File: config.mk
export PLATFORM = sky130hd
export DESIGN_NAME = thermostat_panel_menu
export DESIGN_NICKNAME = d
export VERILOG_FILES = /design/src/rtl/core/tpm_pkg.sv /design/src/rtl/core/tpm_step.sv /design/src/rtl/core/thermostat_panel_menu.sv
export SDC_FILE = /design/constraint.sdc
export NUM_CORES = 1
export LEC_CHECK = 0
export BUFFER_PORTS_ARGS = -buffer_cell sky130_fd_sc_hd__buf_2
export CAP_MARGIN = 5
export CORE_ASPECT_RATIO = 0.8
export CORE_MARGIN = 8
export CORE_UTILIZATION = 40
export CTS_CLUSTER_DIAMETER = 80
export DETAILED_ROUTE_END_ITERATION = 10
export GPL_TIMING_DRIVEN = 0
export PLACE_DENSITY_LB_ADDON = 0.2
export SYNTH_ARGS = -nofsm -noshare
export SYNTH_HDL_FRONTEND = slang
export SYNTH_SLANG_ARGS = --single-unit
File: constraint.sdc
create_clock -name clk -period 9.6 [get_ports clk]
set_input_delay 0.48 -clock clk [delete_from_list [all_inputs] [get_ports clk]]
set_output_delay 0.48 -clock clk [all_outputs]
set_load 0.01 [all_outputs]
File: src/rtl/core/tpm_pkg.sv
// Package: shared types and constants for the thermostat panel menu.
`timescale 1ns / 1ps

package tpm_pkg;

  typedef logic signed [7:0] tpm_temp_t;

  typedef enum logic [2:0] {
    MODE_TEMP     = 3'd0,
    MODE_SETPOINT = 3'd1,
    MODE_LOW      = 3'd2,
    MODE_HIGH     = 3'd3,
    MODE_TOO_HIGH = 3'd4,
    MODE_TOO_LOW  = 3'd5
  } tpm_mode_t;

  localparam tpm_temp_t SETPOINT_RESET = 8'sd7;
  localparam tpm_temp_t LOW_RESET      = -8'sd30;
  localparam tpm_temp_t HIGH_RESET     = 8'sd30;
  localparam tpm_temp_t SP_MAX         = 8'sd126;
  localparam tpm_temp_t SP_MIN         = -8'sd126;
  localparam tpm_temp_t BOUND_MAX      = 8'sd127;
  localparam tpm_temp_t BOUND_MIN      = -8'sd127;
  localparam tpm_temp_t ONE            = 8'sd1;

  // up, down, left, right from bit 0 up
  typedef logic [3:0] tpm_levels_t;

  typedef struct packed {
    tpm_mode_t   page;
    tpm_levels_t prev_levels;
    tpm_temp_t   setpoint;
    tpm_temp_t   low_bound;
    tpm_temp_t   high_bound;
  } tpm_state_t;

  typedef struct packed {
    tpm_levels_t levels;
    tpm_temp_t   temp;
  } tpm_item_t;

  typedef struct packed {
    tpm_temp_t high_bound;
    tpm_temp_t low_bound;
    tpm_temp_t setpoint;
    logic      buzzer_on;
    tpm_temp_t value;
    tpm_mode_t mode;
  } tpm_result_t;

endpackage

File: src/rtl/core/tpm_step.sv
// Step logic: next menu state and result for one tick.
`timescale 1ns / 1ps

module tpm_step #(
  parameter int BEEP_PERIOD  = 100,
  parameter int SETTLE_TICKS = 10,
  localparam int BW = $clog2(BEEP_PERIOD + 1),
  localparam int SW = (SETTLE_TICKS > 0) ? $clog2(SETTLE_TICKS + 1) : 1
) (
  input  tpm_pkg::tpm_item_t   item,
  input  tpm_pkg::tpm_state_t  state,
  input  logic [SW-1:0]        settle_count,
  input  logic [BW-1:0]        beep_count,
  output tpm_pkg::tpm_state_t  state_next,
  output logic [SW-1:0]        settle_count_next,
  output logic [BW-1:0]        beep_count_next,
  output tpm_pkg::tpm_result_t result
);

  always_comb begin
    tpm_pkg::tpm_levels_t edges;
    tpm_pkg::tpm_temp_t   sp;
    tpm_pkg::tpm_temp_t   lo;
    tpm_pkg::tpm_temp_t   hi;
    logic                 up, down, left, right;
    logic                 too_high, too_low;
    logic [BW-1:0]        beep_base;

    state_next        = state;
    settle_count_next = settle_count;
    beep_count_next   = beep_count;
    beep_base         = beep_count;
    sp = state.setpoint;
    lo = state.low_bound;
    hi = state.high_bound;

    if (settle_count < SW'(SETTLE_TICKS)) begin
      settle_count_next = settle_count + SW'(1);
      edges = '0;
    end else begin
      edges = item.levels & ~state.prev_levels;
      state_next.prev_levels = item.levels;
    end
    up    = edges[0];
    down  = edges[1];
    left  = edges[2];
    right = edges[3];

    too_high = item.temp > hi;
    too_low  = item.temp < lo;

    result.buzzer_on = 1'b0;
    result.mode      = tpm_pkg::MODE_TEMP;
    result.value     = item.temp;

    if (too_high || too_low) begin
      result.buzzer_on = beep_count >= BW'(BEEP_PERIOD / 4);
      beep_base = (beep_count == BW'(BEEP_PERIOD)) ? '0 : beep_count;
      beep_count_next = beep_base + BW'(1);
      result.mode = too_high ? tpm_pkg::MODE_TOO_HIGH : tpm_pkg::MODE_TOO_LOW;
      state_next.page = tpm_pkg::MODE_TEMP;
    end else begin
      case (state.page)
        tpm_pkg::MODE_SETPOINT: begin
          result.mode = tpm_pkg::MODE_SETPOINT;
          if (right) begin
            state_next.page = tpm_pkg::MODE_LOW;
          end else if (left) begin
            state_next.page = tpm_pkg::MODE_TEMP;
          end else begin
            if (up) begin
              if (sp < tpm_pkg::SP_MAX) sp = sp + tpm_pkg::ONE;
            end else if (down) begin
              if (sp > tpm_pkg::SP_MIN) sp = sp - tpm_pkg::ONE;
            end
            if (lo >= sp) lo = sp - tpm_pkg::ONE;
            else if (hi <= sp) hi = sp + tpm_pkg::ONE;
          end
          result.value = sp;
        end
        tpm_pkg::MODE_LOW: begin
          result.mode = tpm_pkg::MODE_LOW;
          if (right) begin
            state_next.page = tpm_pkg::MODE_HIGH;
          end else if (left) begin
            state_next.page = tpm_pkg::MODE_SETPOINT;
          end else begin
            if (up) begin
              if (lo < tpm_pkg::BOUND_MAX) lo = lo + tpm_pkg::ONE;
            end else if (down) begin
              if (lo > tpm_pkg::BOUND_MIN) lo = lo - tpm_pkg::ONE;
            end
            if (lo >= sp) lo = sp - tpm_pkg::ONE;
          end
          result.value = lo;
        end
        tpm_pkg::MODE_HIGH: begin
          result.mode = tpm_pkg::MODE_HIGH;
          if (right) begin
            state_next.page = tpm_pkg::MODE_TEMP;
          end else if (left) begin
            state_next.page = tpm_pkg::MODE_LOW;
          end else begin
            if (up) begin
              if (hi < tpm_pkg::BOUND_MAX) hi = hi + tpm_pkg::ONE;
            end else if (down) begin
              if (hi > tpm_pkg::BOUND_MIN) hi = hi - tpm_pkg::ONE;
            end
            if (hi <= sp) hi = sp + tpm_pkg::ONE;
          end
          result.value = hi;
        end
        default: begin
          result.mode = tpm_pkg::MODE_TEMP;
          if (right) state_next.page = tpm_pkg::MODE_SETPOINT;
          else if (left) state_next.page = tpm_pkg::MODE_HIGH;
          else state_next.page = tpm_pkg::MODE_TEMP;
        end
      endcase
    end

    state_next.setpoint   = sp;
    state_next.low_bound  = lo;
    state_next.high_bound = hi;
    result.setpoint   = sp;
    result.low_bound  = lo;
    result.high_bound = hi;
  end

endmodule

File: src/rtl/core/thermostat_panel_menu.sv
// Top level: thermostat panel menu with stream input and output registers.
`timescale 1ns / 1ps

// Accepts one tick (button levels and temperature) per clock cycle while
// the output is not held. A tick sits in the input register while one
// pass of step logic computes its result and the new menu state, both
// taken at once into the output register, so consecutive ticks follow
// back to back. Backpressure on the output holds the input register and
// then drops s_axis_tready.
module thermostat_panel_menu #(
  parameter int BEEP_PERIOD  = 100,
  parameter int SETTLE_TICKS = 10
) (
  input  logic        clk,
  input  logic        rst,
  input  logic        s_axis_tvalid,
  output logic        s_axis_tready,
  // [0] up_button, [1] down_button, [2] left_button, [3] right_button,
  // [11:4] measured_temp, [15:12] zero
  input  logic [15:0] s_axis_tdata,
  output logic        m_axis_tvalid,
  input  logic        m_axis_tready,
  // [2:0] display_mode, [10:3] display_value, [11] buzzer_on,
  // [19:12] setpoint_out, [27:20] low_bound_out, [35:28] high_bound_out,
  // [39:36] zero
  output logic [39:0] m_axis_tdata
);

  localparam int BW = $clog2(BEEP_PERIOD + 1);
  localparam int SW = (SETTLE_TICKS > 0) ? $clog2(SETTLE_TICKS + 1) : 1;

  logic                 in_valid;
  tpm_pkg::tpm_item_t   in_item;
  logic                 out_valid;
  tpm_pkg::tpm_result_t out_result;

  tpm_pkg::tpm_state_t  state;
  tpm_pkg::tpm_state_t  state_next;
  logic [SW-1:0]        settle_count;
  logic [SW-1:0]        settle_count_next;
  logic [BW-1:0]        beep_count;
  logic [BW-1:0]        beep_count_next;
  tpm_pkg::tpm_result_t result_next;

  logic out_free;
  logic advance;
  logic accept;

  assign out_free      = !out_valid || m_axis_tready;
  assign advance       = in_valid && out_free;
  assign s_axis_tready = !in_valid || out_free;
  assign accept        = s_axis_tvalid && s_axis_tready;

  tpm_step #(
    .BEEP_PERIOD  (BEEP_PERIOD),
    .SETTLE_TICKS (SETTLE_TICKS)
  ) u_step (
    .item              (in_item),
    .state             (state),
    .settle_count      (settle_count),
    .beep_count        (beep_count),
    .state_next        (state_next),
    .settle_count_next (settle_count_next),
    .beep_count_next   (beep_count_next),
    .result            (result_next)
  );

  always_ff @(posedge clk) begin
    if (rst) begin
      in_valid              <= 1'b0;
      out_valid             <= 1'b0;
      state.page            <= tpm_pkg::MODE_TEMP;
      state.prev_levels     <= '0;
      state.setpoint        <= tpm_pkg::SETPOINT_RESET;
      state.low_bound       <= tpm_pkg::LOW_RESET;
      state.high_bound      <= tpm_pkg::HIGH_RESET;
      settle_count          <= '0;
      beep_count            <= '0;
    end else begin
      if (accept) in_valid <= 1'b1;
      else if (advance) in_valid <= 1'b0;

      if (advance) begin
        out_valid    <= 1'b1;
        state        <= state_next;
        settle_count <= settle_count_next;
        beep_count   <= beep_count_next;
      end else if (m_axis_tready) begin
        out_valid <= 1'b0;
      end
    end
  end

  always_ff @(posedge clk) begin
    if (accept) begin
      in_item.levels <= s_axis_tdata[3:0];
      in_item.temp   <= s_axis_tdata[11:4];
    end
    if (advance) out_result <= result_next;
  end

  assign m_axis_tvalid = out_valid;
  assign m_axis_tdata  = {4'b0000, out_result};

endmodule
==> flow_metrics.tcl, run 1 <==
set metrics [dict create \
    status "finished, final reports clean" \
    grt_max_degree 31 \
    rr_startpoint "state[16]" \
    clkSinkCount 91 \
    synth_seq_cells 91 \
    muxShareOfSynthArea 0.0182 \
    synthAdderAreaFrac 0.110 \
    final_cells 1192 \
    synth_compound_area_frac 0.264 \
    hp-start "s_axis_tdata[7]" \
    setup_tns_ps 0 \
    slowest_stage "a221oi_2" \
    core_um2 18200 \
    power_density_nw_per_um2 106 \
    min_path_cells 1 \
    rows 44 \
    dpl.cell_count 1176 \
    reg2reg_to "m_axis_tdata[35]" \
    vias 7740 \
    yosys.area_share.xor_xnor 0.0319 \
    syn_area_um2 7410 \
    viasPerCell 6.49 \
    synthDominantCellAreaShare 0.195 \
    synth-seq-area-share 0.311 \
    grt_overflow 0 \
    reg2regPathDepth 18 \
    cts_made_buffers 9 \
    grt_pass1_vias 6967 \
    ys.flop_type "edfxtp_1" \
    power.internal_mw 0.633 \
    critical_path_class "reg2reg" \
    track_usage 0.245 \
    gp_congestion 0.998 \
    max-vdd-ir-drop_mv 0.0756 \
    tritoncts "built" \
    crit_fanout 10 \
    die_h_um 138 \
    antenna_found_initial 0 \
    cp_data_arrival_time_ps 6530 \
    min_period_over_period 0.670 \
    fin_nets 1042 \
    cts_resized 0 \
    area_growth_syn_to_layout_pct 11.9 \
    worstPathRequired_ps 9700 \
    grt_pass1_wl_um 42800 \
    ys_top_cells_by_area "edfxtp_1 19%, dfxtp_1 12%, ha_1 11%" \
    synth-async-reset-ratio 0 \
    synth_top_family_by_area "compound AO/OA/AOI/OAI gates" \
    seqPwrFrac 0.487 \
    drt_pass1_iterations 5 \
    slew_viol_final 0 \
    synth_edf_count 48 \
    synthDistinctLibCells 81 \
    cts-hold-fix-buffers 0 \
    h-tree-depth 3 \
    start_util 0.408 \
    leakage_nw 3.03 \
    r2r_slack_ps 3170 \
    dpl_cell_area_um2 7990 \
    synth.top_cells.by_count "79 x nand2_1, 65 x ha_1, 64 x nor2_1, 61 x a21oi_1, 50 x o21ai_0" \
    postLayoutCellArea_um2 8290 \
    dp_slack_ps 3480 \
    post_drt_wl_per_cell_um 24.0 \
    dp_hpwl_um 22100 \
    combPwrFrac 0.095 \
    ys_warn_count 0 \
    grt_setup_unrepaired "no" \
    setup_viol 0 \
    path_cells "clkbuf_1 > inv_1 > ha_1 > or3b_4 > nor3_2 > nand3_1 > a221oi_2 > inv_2 > ha_1 > or3b_1 > a211o_1 > a41oi_1 > o221a_2 > and2_1 > clkbuf_1 > nor3_1 > nor4_1 > o21ai_1" \
    ant_nets 0 \
    yosysMostFrequentCell "nand2_1" \
    clk_path_buf_depth 2 \
    slowest_delay_ps 840 \
    power_mw 0.879 \
    period_minus_slack_ps 6430 \
    synth.avg_cell_area_um2 8.32 \
    synth.largest_area_cell "edfxtp_1" \
    power_frac_clock 0.418 \
    fp.dieW_um 168 \
    clk_pin_slew_ps 80 \
    synth_cells 890 \
    clock.fmax_mhz 156 \
    drcViolationCount 0 \
    die_area_um2 23200 \
    cts_setup_buffers 0 \
    synthSimpleGateAreaFrac 0.208 \
    port_buffers 52 \
    holdWs_ps 280 \
    io_pins 62 \
    hold_end "in_item[3]" \
    sw_frac_of_total 0.280 \
    drtIter0Drc 1057 \
    fill_cells 1831 \
    setup_slack_ps 3170 \
    finalClockSkew_ps 10.1 \
    switchingPower_mw 0.246 \
    clk_latency_ps 370 \
    max_slew_margin 0.202 \
    wirelength_um 28700 \
    drv_cap 0 \
    cp-end-kind "register" \
    final_util 0.456 \
    layout-drive-gt1-share 0.110 \
    ctsRootBufferMaster "clkbuf_16" \
    worst_pin_slew_ps 1180 \
    worst_setup_path_start_kind "register" \
    antennaDiodeCount 0 \
    worstHoldPathType "in2reg" \
    hold_viol 0 \
]
worst max-delay path by stage:
stage / startpoint / end / cells after the start
after floorplan: state[16] / m_axis_tdata[35] / 18
after global placement: state[16] / m_axis_tdata[35] / 18
after detailed placement: state[16] / m_axis_tdata[35] / 18
after CTS: state[16] / m_axis_tdata[35] / 18
after global routing: state[16] / m_axis_tdata[35] / 18
final: state[16] / m_axis_tdata[35] / 18
cell usage in the layout (no fill, tap or decap), drive strengths merged, types with 5 or more instances in the layout:
master,n
xnor2,23
nor2,64
a22oi,7
ha,65
o22ai,9
o221ai,5
a31oi,12
or3,8
clkbuf,55
nor3,27
a211oi,14
edfxtp,48
a21o,5
o211ai,7
nand2b,6
a21oi,62
dfxtp,43
nand3,34
inv,55
nor2b,13
o21ai,64
mux2i,9
and3,18
buf,63
a41oi,6
a211o,6
o21a,13
nand2,79
nand4,14
and4,5
o31ai,13
a221o,7
nor4,17
a221oi,12
kinds of logic (layout without fill, tap and decap cells):
family,Yosys count,in the layout
AO/OA/AOI/OAI,284,284
XOR/XNOR,27,27
adder cells (fa/ha/maj),65,65
buffers and inverters,106,175
flip-flops,91,91
multiplexers,13,13
other,1,4
AND/OR/NAND/NOR,303,303
flip-flops by register name (all words and copies together), names as in the netlist:
register       cells
beep_count         7
in_item           12
in_valid           1
m_axis_tdata      36
m_axis_tvalid      1
settle_count       4
state             30
per-layer routing:
metal	vias up	global-route usage	part of all wire
met2	486	0.338	0.39
met5	-	0	0
met3	70	0.0782	0.13
met1	3671	0.346	0.45
met4	0	0.0901	0.031
li1	3513	-	-
critical path, delay by kind of cell, from the launching register on:
family                     cells  cell delay, ps
buffers and inverters          4            1120
and+or+nand+nor                7            1990
DFF                            1             440
AOI/OAI and AO/OA              5            2050
adders and majority gates      2             560
power by group through the flow:
stage / clock [mW] / combinational, mW / sequential, mW
2_1_floorplan: 0 / 0.0475 / 0.437
3_3_place_gp: 0 / 0.0798 / 0.437
3_5_place_dp: 0 / 0.0816 / 0.437
4_1_cts: 0.374 / 0.0818 / 0.428
5_1_grt: 0.385 / 0.0906 / 0.429
6_report: 0.367 / 0.0836 / 0.428
area by class of cell:
cell class,count,area [µm²],area share
inverter,50,188,0.0226
tap,230,288,0.0347
clock inverter,7,76.3,0.00921
timing repair buffer,53,280,0.0338
sequential,91,2300,0.278
buffer,56,231,0.0279
multi-input combinational,696,4700,0.567
clock buffer,9,225,0.0272
Note: power is estimated with default switching activity, not from simulation.
==> run 2: changes to the inputs <==
==> constraint.sdc (replaced) <==
create_clock -name clk -period 6.3 [get_ports clk]
set_input_delay 0.315 -clock clk [delete_from_list [all_inputs] [get_ports clk]]
set_output_delay 0.315 -clock clk [all_outputs]
set_load 0.01 [all_outputs]
==> run 2 against run 1 <==
Against the previous run:
- hold slack worse by 170 ps
- non-clock buffer count unchanged
- sequential power is 52% higher
- die area unchanged
- setup slack got worse by 3000 ps
- combinational power increased by 53%
- register-to-register slack worse by 3000 ps
- sequential share of layout area is 0.059 points lower
- first-iteration DRC count is 5.9% higher
- routed wire length hardly changed
- maximum frequency rose by 5.5%
- count of clock-buffer cells in the layout stayed put
- critical path type unchanged
- largest cell class unchanged
- largest power group unchanged
==> flow_metrics.tcl, run 2 (synthesis results as in run 1) <==
set metrics [dict create \
    status "finished, final reports clean" \
    die_area_um2 23200 \
    path_cells "clkbuf_1 > inv_1 > ha_1 > or3b_4 > nor3_2 > nand3_1 > a221oi_4 > inv_2 > ha_1 > or3b_1 > a211o_1 > a41oi_1 > o221a_2 > and2_1 > clkbuf_1 > nor3_1 > nor4_2 > o21ai_1" \
    cts_made_buffers 9 \
    hold_viol 0 \
    drtIter0Drc 1119 \
    grt_overflow 0 \
    grt_pass1_vias 6967 \
    drv_cap 0 \
    ctsRootBufferMaster "clkbuf_16" \
    setup_viol 0 \
    met3_usage 0.0782 \
    min_period_over_period 0.967 \
    viasPerCell 6.46 \
    slowest_delay_ps 600 \
    tritoncts "built" \
    max_slew_margin 0.176 \
    worst_pin_slew_ps 1220 \
    clk_path_buf_depth 2 \
    vias 7703 \
    layout_common_cells "79 x nand2_1, 65 x ha_1, 64 x nor2_1" \
    grt_pass1_wl_um 42800 \
    grt_max_degree 31 \
    layout-drive-gt1-share 0.111 \
    grt_use_met1 0.346 \
    slowest_stage "a221oi_4" \
    drt_pass1_iterations 6 \
    antenna_found_initial 0 \
    max-vdd-ir-drop_mv 0.113 \
    period_minus_slack_ps 6090 \
    worstPathRequired_ps 6410 \
    critical_path_class "reg2reg" \
    met2_usage 0.338 \
    post_drt_wl_per_cell_um 24.0 \
    wirelength_um 28600 \
    clk_latency_ps 370 \
    dpl_cell_area_um2 7990 \
    fin_nets 1042 \
    grt_setup_unrepaired "no" \
    busiest_layer "met1" \
    drcViolationCount 0 \
    area_growth_syn_to_layout_pct 12.1 \
    crit_fanout 10 \
    worst_setup_path_start_kind "register" \
    core_um2 18200 \
    clkSinkCount 91 \
    power_density_nw_per_um2 161 \
    die_h_um 138 \
    port_buffers 52 \
    track_usage 0.245 \
    cp_num_buf_inv 4 \
    cpLargestDelayFamily "simple AND/OR/NAND/NOR gates" \
    rows 44 \
    dp_hpwl_um 22100 \
    slew_viol_final 0 \
    largest_reg_flops 36 \
    gp_congestion 0.998 \
    fp.dieW_um 168 \
    antennaDiodeCount 0 \
    holdWs_ps 114 \
    cp_data_arrival_time_ps 6200 \
    clk_pin_slew_ps 80 \
    finalClockSkew_ps 11.3 \
    worstHoldPathType "in2reg" \
    r2r_slack_ps 210 \
    cts_setup_buffers 0 \
    io_pins 62 \
    h-tree-depth 3 \
    start_util 0.408 \
    setup_tns_ps 0 \
    final_common_cell "nand2_1" \
    fill_cells 1830 \
    leakage_nw 3.03 \
    postLayoutCellArea_um2 8310 \
    clock.fmax_mhz 164 \
    cp-end-kind "register" \
    ant_nets 0 \
]
-- run 2: cell count changes in the layout (fill, tap and decap cells not counted) --
cell      previous run  this run
a221oi_4             0         1
a221oi_2             2         1
nor4_2               1         2
nor4_1              15        14
-- run 2: worst paths after layout --
| check | startpoint | cells past startpoint | to |
|---|---|---|---|
| hold / removal | s_axis_tdata[7] | 1 | in_item[3] |
| hold reg to reg | state[26] | 2 | state[26] |
| setup / recovery | state[16] | 18 | m_axis_tdata[35] |
| setup reg to reg | state[16] | 18 | m_axis_tdata[35] |
-- run 2: cell type report --
type | instances | area (µm²) | area share
buffer | 56 | 231 | 0.0279
sequential | 91 | 2300 | 0.277
tap | 230 | 288 | 0.0346
clock inverter | 7 | 76.3 | 0.00919
timing repair buffer | 53 | 280 | 0.0337
inverter | 50 | 188 | 0.0226
clock buffer | 9 | 225 | 0.0271
multi-input combinational | 696 | 4720 | 0.568
-- run 2: timing repair --
action | in CTS | in global routing
hold buffers | 0 | 0
setup endpoints to repair | 0 | 10
gates resized for setup | 0 | 2
-- run 2: per-stage QoR --
stage / instances / power [mW] / worst slack, ps / util
finish: 1192 / 1.34 / 210 / 0.457
global route: 1192 / 1.38 / 71.3 / 0.457
CTS: 1192 / 1.35 / 157 / 0.456
detailed placement: 1176 / 0.790 / 177 / 0.440
global placement: 1175 / 0.788 / 146 / 0.438
floorplan: 893 / 0.738 / 1880 / -
-- run 2: power breakdown --
group          leakage (nW)  internal [mW]  switching [mW]
combinational          2.11         0.0413          0.0864
clock                 0.149          0.283           0.276
sequential            0.767          0.640          0.0118
-- run 2: metal layers --
metal / vias to the layer above / wire length [µm]
li1: 3510 / -
met5: - / 0
met3: 58 / 3480
met4: 0 / 891
met1: 3656 / 13100
met2: 479 / 11200
==> run 3: changes to the inputs <==
--- a/config.mk
+++ b/config.mk
@@ -8,12 +8,12 @@
 export BUFFER_PORTS_ARGS = -buffer_cell sky130_fd_sc_hd__buf_2
 export CAP_MARGIN = 5
 export CORE_ASPECT_RATIO = 0.8
-export CORE_MARGIN = 8
-export CORE_UTILIZATION = 40
+export CORE_UTILIZATION = 60
 export CTS_CLUSTER_DIAMETER = 80
 export DETAILED_ROUTE_END_ITERATION = 10
 export GPL_TIMING_DRIVEN = 0
 export PLACE_DENSITY_LB_ADDON = 0.2
+export SETUP_SLACK_MARGIN = 0.5
 export SYNTH_ARGS = -nofsm -noshare
 export SYNTH_HDL_FRONTEND = slang
 export SYNTH_SLANG_ARGS = --single-unit
==> run 3 against run 2 <==
Against the previous run:
- combinational power is essentially flat
- maximum frequency grew 5.3%
- power rose by 4.4%
- sequential power barely moved
- final area down 0.36%
- first-iteration DRC count is 26% higher
- highest routed layer unchanged
- critical path type unchanged
- routed wire length down 5.4%
- via count rose by 5.0%
==> flow_metrics.tcl, run 3 (synthesis results as in run 1) <==
set metrics [dict create \
    status "finished, final reports clean" \
    drcViolationCount 0 \
    path_cells "clkbuf_2 > inv_1 > ha_1 > or3b_4 > or3_1 > a221oi_2 > a21oi_2 > inv_1 > ha_1 > a21o_1 > a211o_1 > a41oi_1 > o221a_2 > and2_1 > clkbuf_1 > nor3_1 > nor4_2 > o21ai_1" \
    switchingPower_mw 0.353 \
    slowest_stage "a41oi_1" \
    max-vdd-ir-drop_mv 0.148 \
    min_period_over_period 0.918 \
    cp_num_buf_inv 4 \
    drtIter0Drc 1409 \
    fp.dieW_um 126 \
    wirelength_um 27100 \
    die_area_um2 12800 \
    clkSinkCount 91 \
    tritoncts "built" \
    hold_viol 0 \
    clk_pin_slew_ps 70 \
    clk_latency_ps 350 \
    area_growth_syn_to_layout_pct 11.7 \
    crit_cells 18 \
    critical_path_class "reg2reg" \
    antenna_found_initial 0 \
    worst_pin_slew_ps 1010 \
    dp_hpwl_um 20200 \
    setup_tns_ps 0 \
    reg2regPathDepth 18 \
    power.internal_mw 1.04 \
    drv_cap 0 \
    gp_congestion 1.04 \
    largest_reg_flops 36 \
    ant_nets 0 \
    drt_pass1_iterations 6 \
    setup_viol 0 \
    grt_pass1_vias 7059 \
    io_pins 62 \
    ctsRootBufferMaster "clkbuf_16" \
    sw_frac_of_total 0.252 \
    finalClockSkew_ps 7.72 \
    viasPerCell 7.27 \
    grt_max_degree 29 \
    period_minus_slack_ps 5780 \
    combPwrFrac 0.092 \
    slowest_delay_ps 470 \
    post_drt_wl_per_cell_um 24.4 \
    final_cells 1113 \
    port_buffers 52 \
    rows 35 \
    min_path_cells 1 \
    track_usage 0.428 \
    layout_common_cells "79 x nand2_1, 65 x ha_1, 63 x nor2_1" \
    core_um2 11800 \
    power_frac_clock 0.442 \
    slew_viol_final 0 \
    worstPathRequired_ps 6390 \
    leakage_nw 3.07 \
    cp_data_arrival_time_ps 5870 \
    fin_nets 1044 \
    cts_made_buffers 9 \
    max_slew_margin 0.325 \
    crit_fanout 10 \
    seqPwrFrac 0.466 \
    grt_setup_unrepaired "yes" \
    power_density_nw_per_um2 169 \
    cts-hold-fix-buffers 0 \
    vias 8089 \
    clock.fmax_mhz 173 \
    die_h_um 101 \
    worstHoldPathType "in2reg" \
    final_common_cell "nand2_1" \
    h-tree-depth 3 \
    power_mw 1.40 \
    clk_path_buf_depth 2 \
    cpLargestDelayFamily "compound AO/OA/AOI/OAI gates" \
    start_util 0.629 \
    layout-drive-gt1-share 0.116 \
    cp-end-kind "register" \
    grt_overflow 0 \
    dpl.cell_count 1094 \
    worst_setup_path_start_kind "register" \
    grt_pass1_wl_um 41200 \
]
-- run 3: timing repair --
item / 4_1_cts / 5_1_grt
resized for setup: 2 / 4
setup buffers: 0 / 2
endpoints found under the hold margin: 0 / 0
endpoints found under the setup margin: 11 / 17
pin swaps: 0 / 1
-- run 3: through the flow --
| step | hold WS, ps | worst slack, ps | cell area, µm² | util |
|---|---|---|---|---|
| 4_1_cts | 131 | 551 | 8240 | 0.699 |
| 6_report | 130 | 518 | 8280 | 0.703 |
| 3_5_place_dp | 459 | 269 | 7890 | 0.669 |
| 5_1_grt | 127 | 477 | 8270 | 0.702 |
| 3_3_place_gp | 447 | 278 | 7860 | 0.668 |
| 2_1_floorplan | 414 | 1880 | 7420 | - |
-- run 3: power by group through the flow --
stage | logic, mW | registers, mW | clock network, mW
global placement | 0.117 | 0.665 | 0
global route | 0.137 | 0.653 | 0.640
finish | 0.128 | 0.651 | 0.618
CTS | 0.123 | 0.651 | 0.614
detailed placement | 0.122 | 0.664 | 0
floorplan | 0.0724 | 0.666 | 0
-- run 3: layer usage --
layer / part of all wire / vias up / GRT usage
met5: 0 / - / 0
met4: 0.044 / 0 / 0.181
met3: 0.16 / 137 / 0.145
met2: 0.39 / 703 / 0.595
met1: 0.40 / 3733 / 0.601
li1: - / 3516 / -
-- run 3: layout make-up --
cell class	instances	area, µm²
inverter	50	188
clock inverter	6	93.8
clock buffer	10	239
sequential	91	2300
timing repair buffer	55	308
fill	987	3500
multi-input combinational	696	4730
antenna	1	2.50
tap	148	185
buffer	56	233
-- run 3: final timing paths --
check	startpoint	endpoint	slack (ps)
min	s_axis_tdata[1]	in_item[9]	130
max	state[16]	m_axis_tdata[35]	520
max reg2reg	state[16]	m_axis_tdata[35]	520
min reg2reg	state[24]	state[24]	470
-- run 3: worst register-to-register path: cells and delay by family (launching register included) --
| family | cells | cell delay, ps |
|---|---|---|
| compound gates | 7 | 2020 |
| simple gates | 5 | 1450 |
| buf+inv | 4 | 1000 |
| fa+ha+maj | 2 | 580 |
| flops | 1 | 460 |
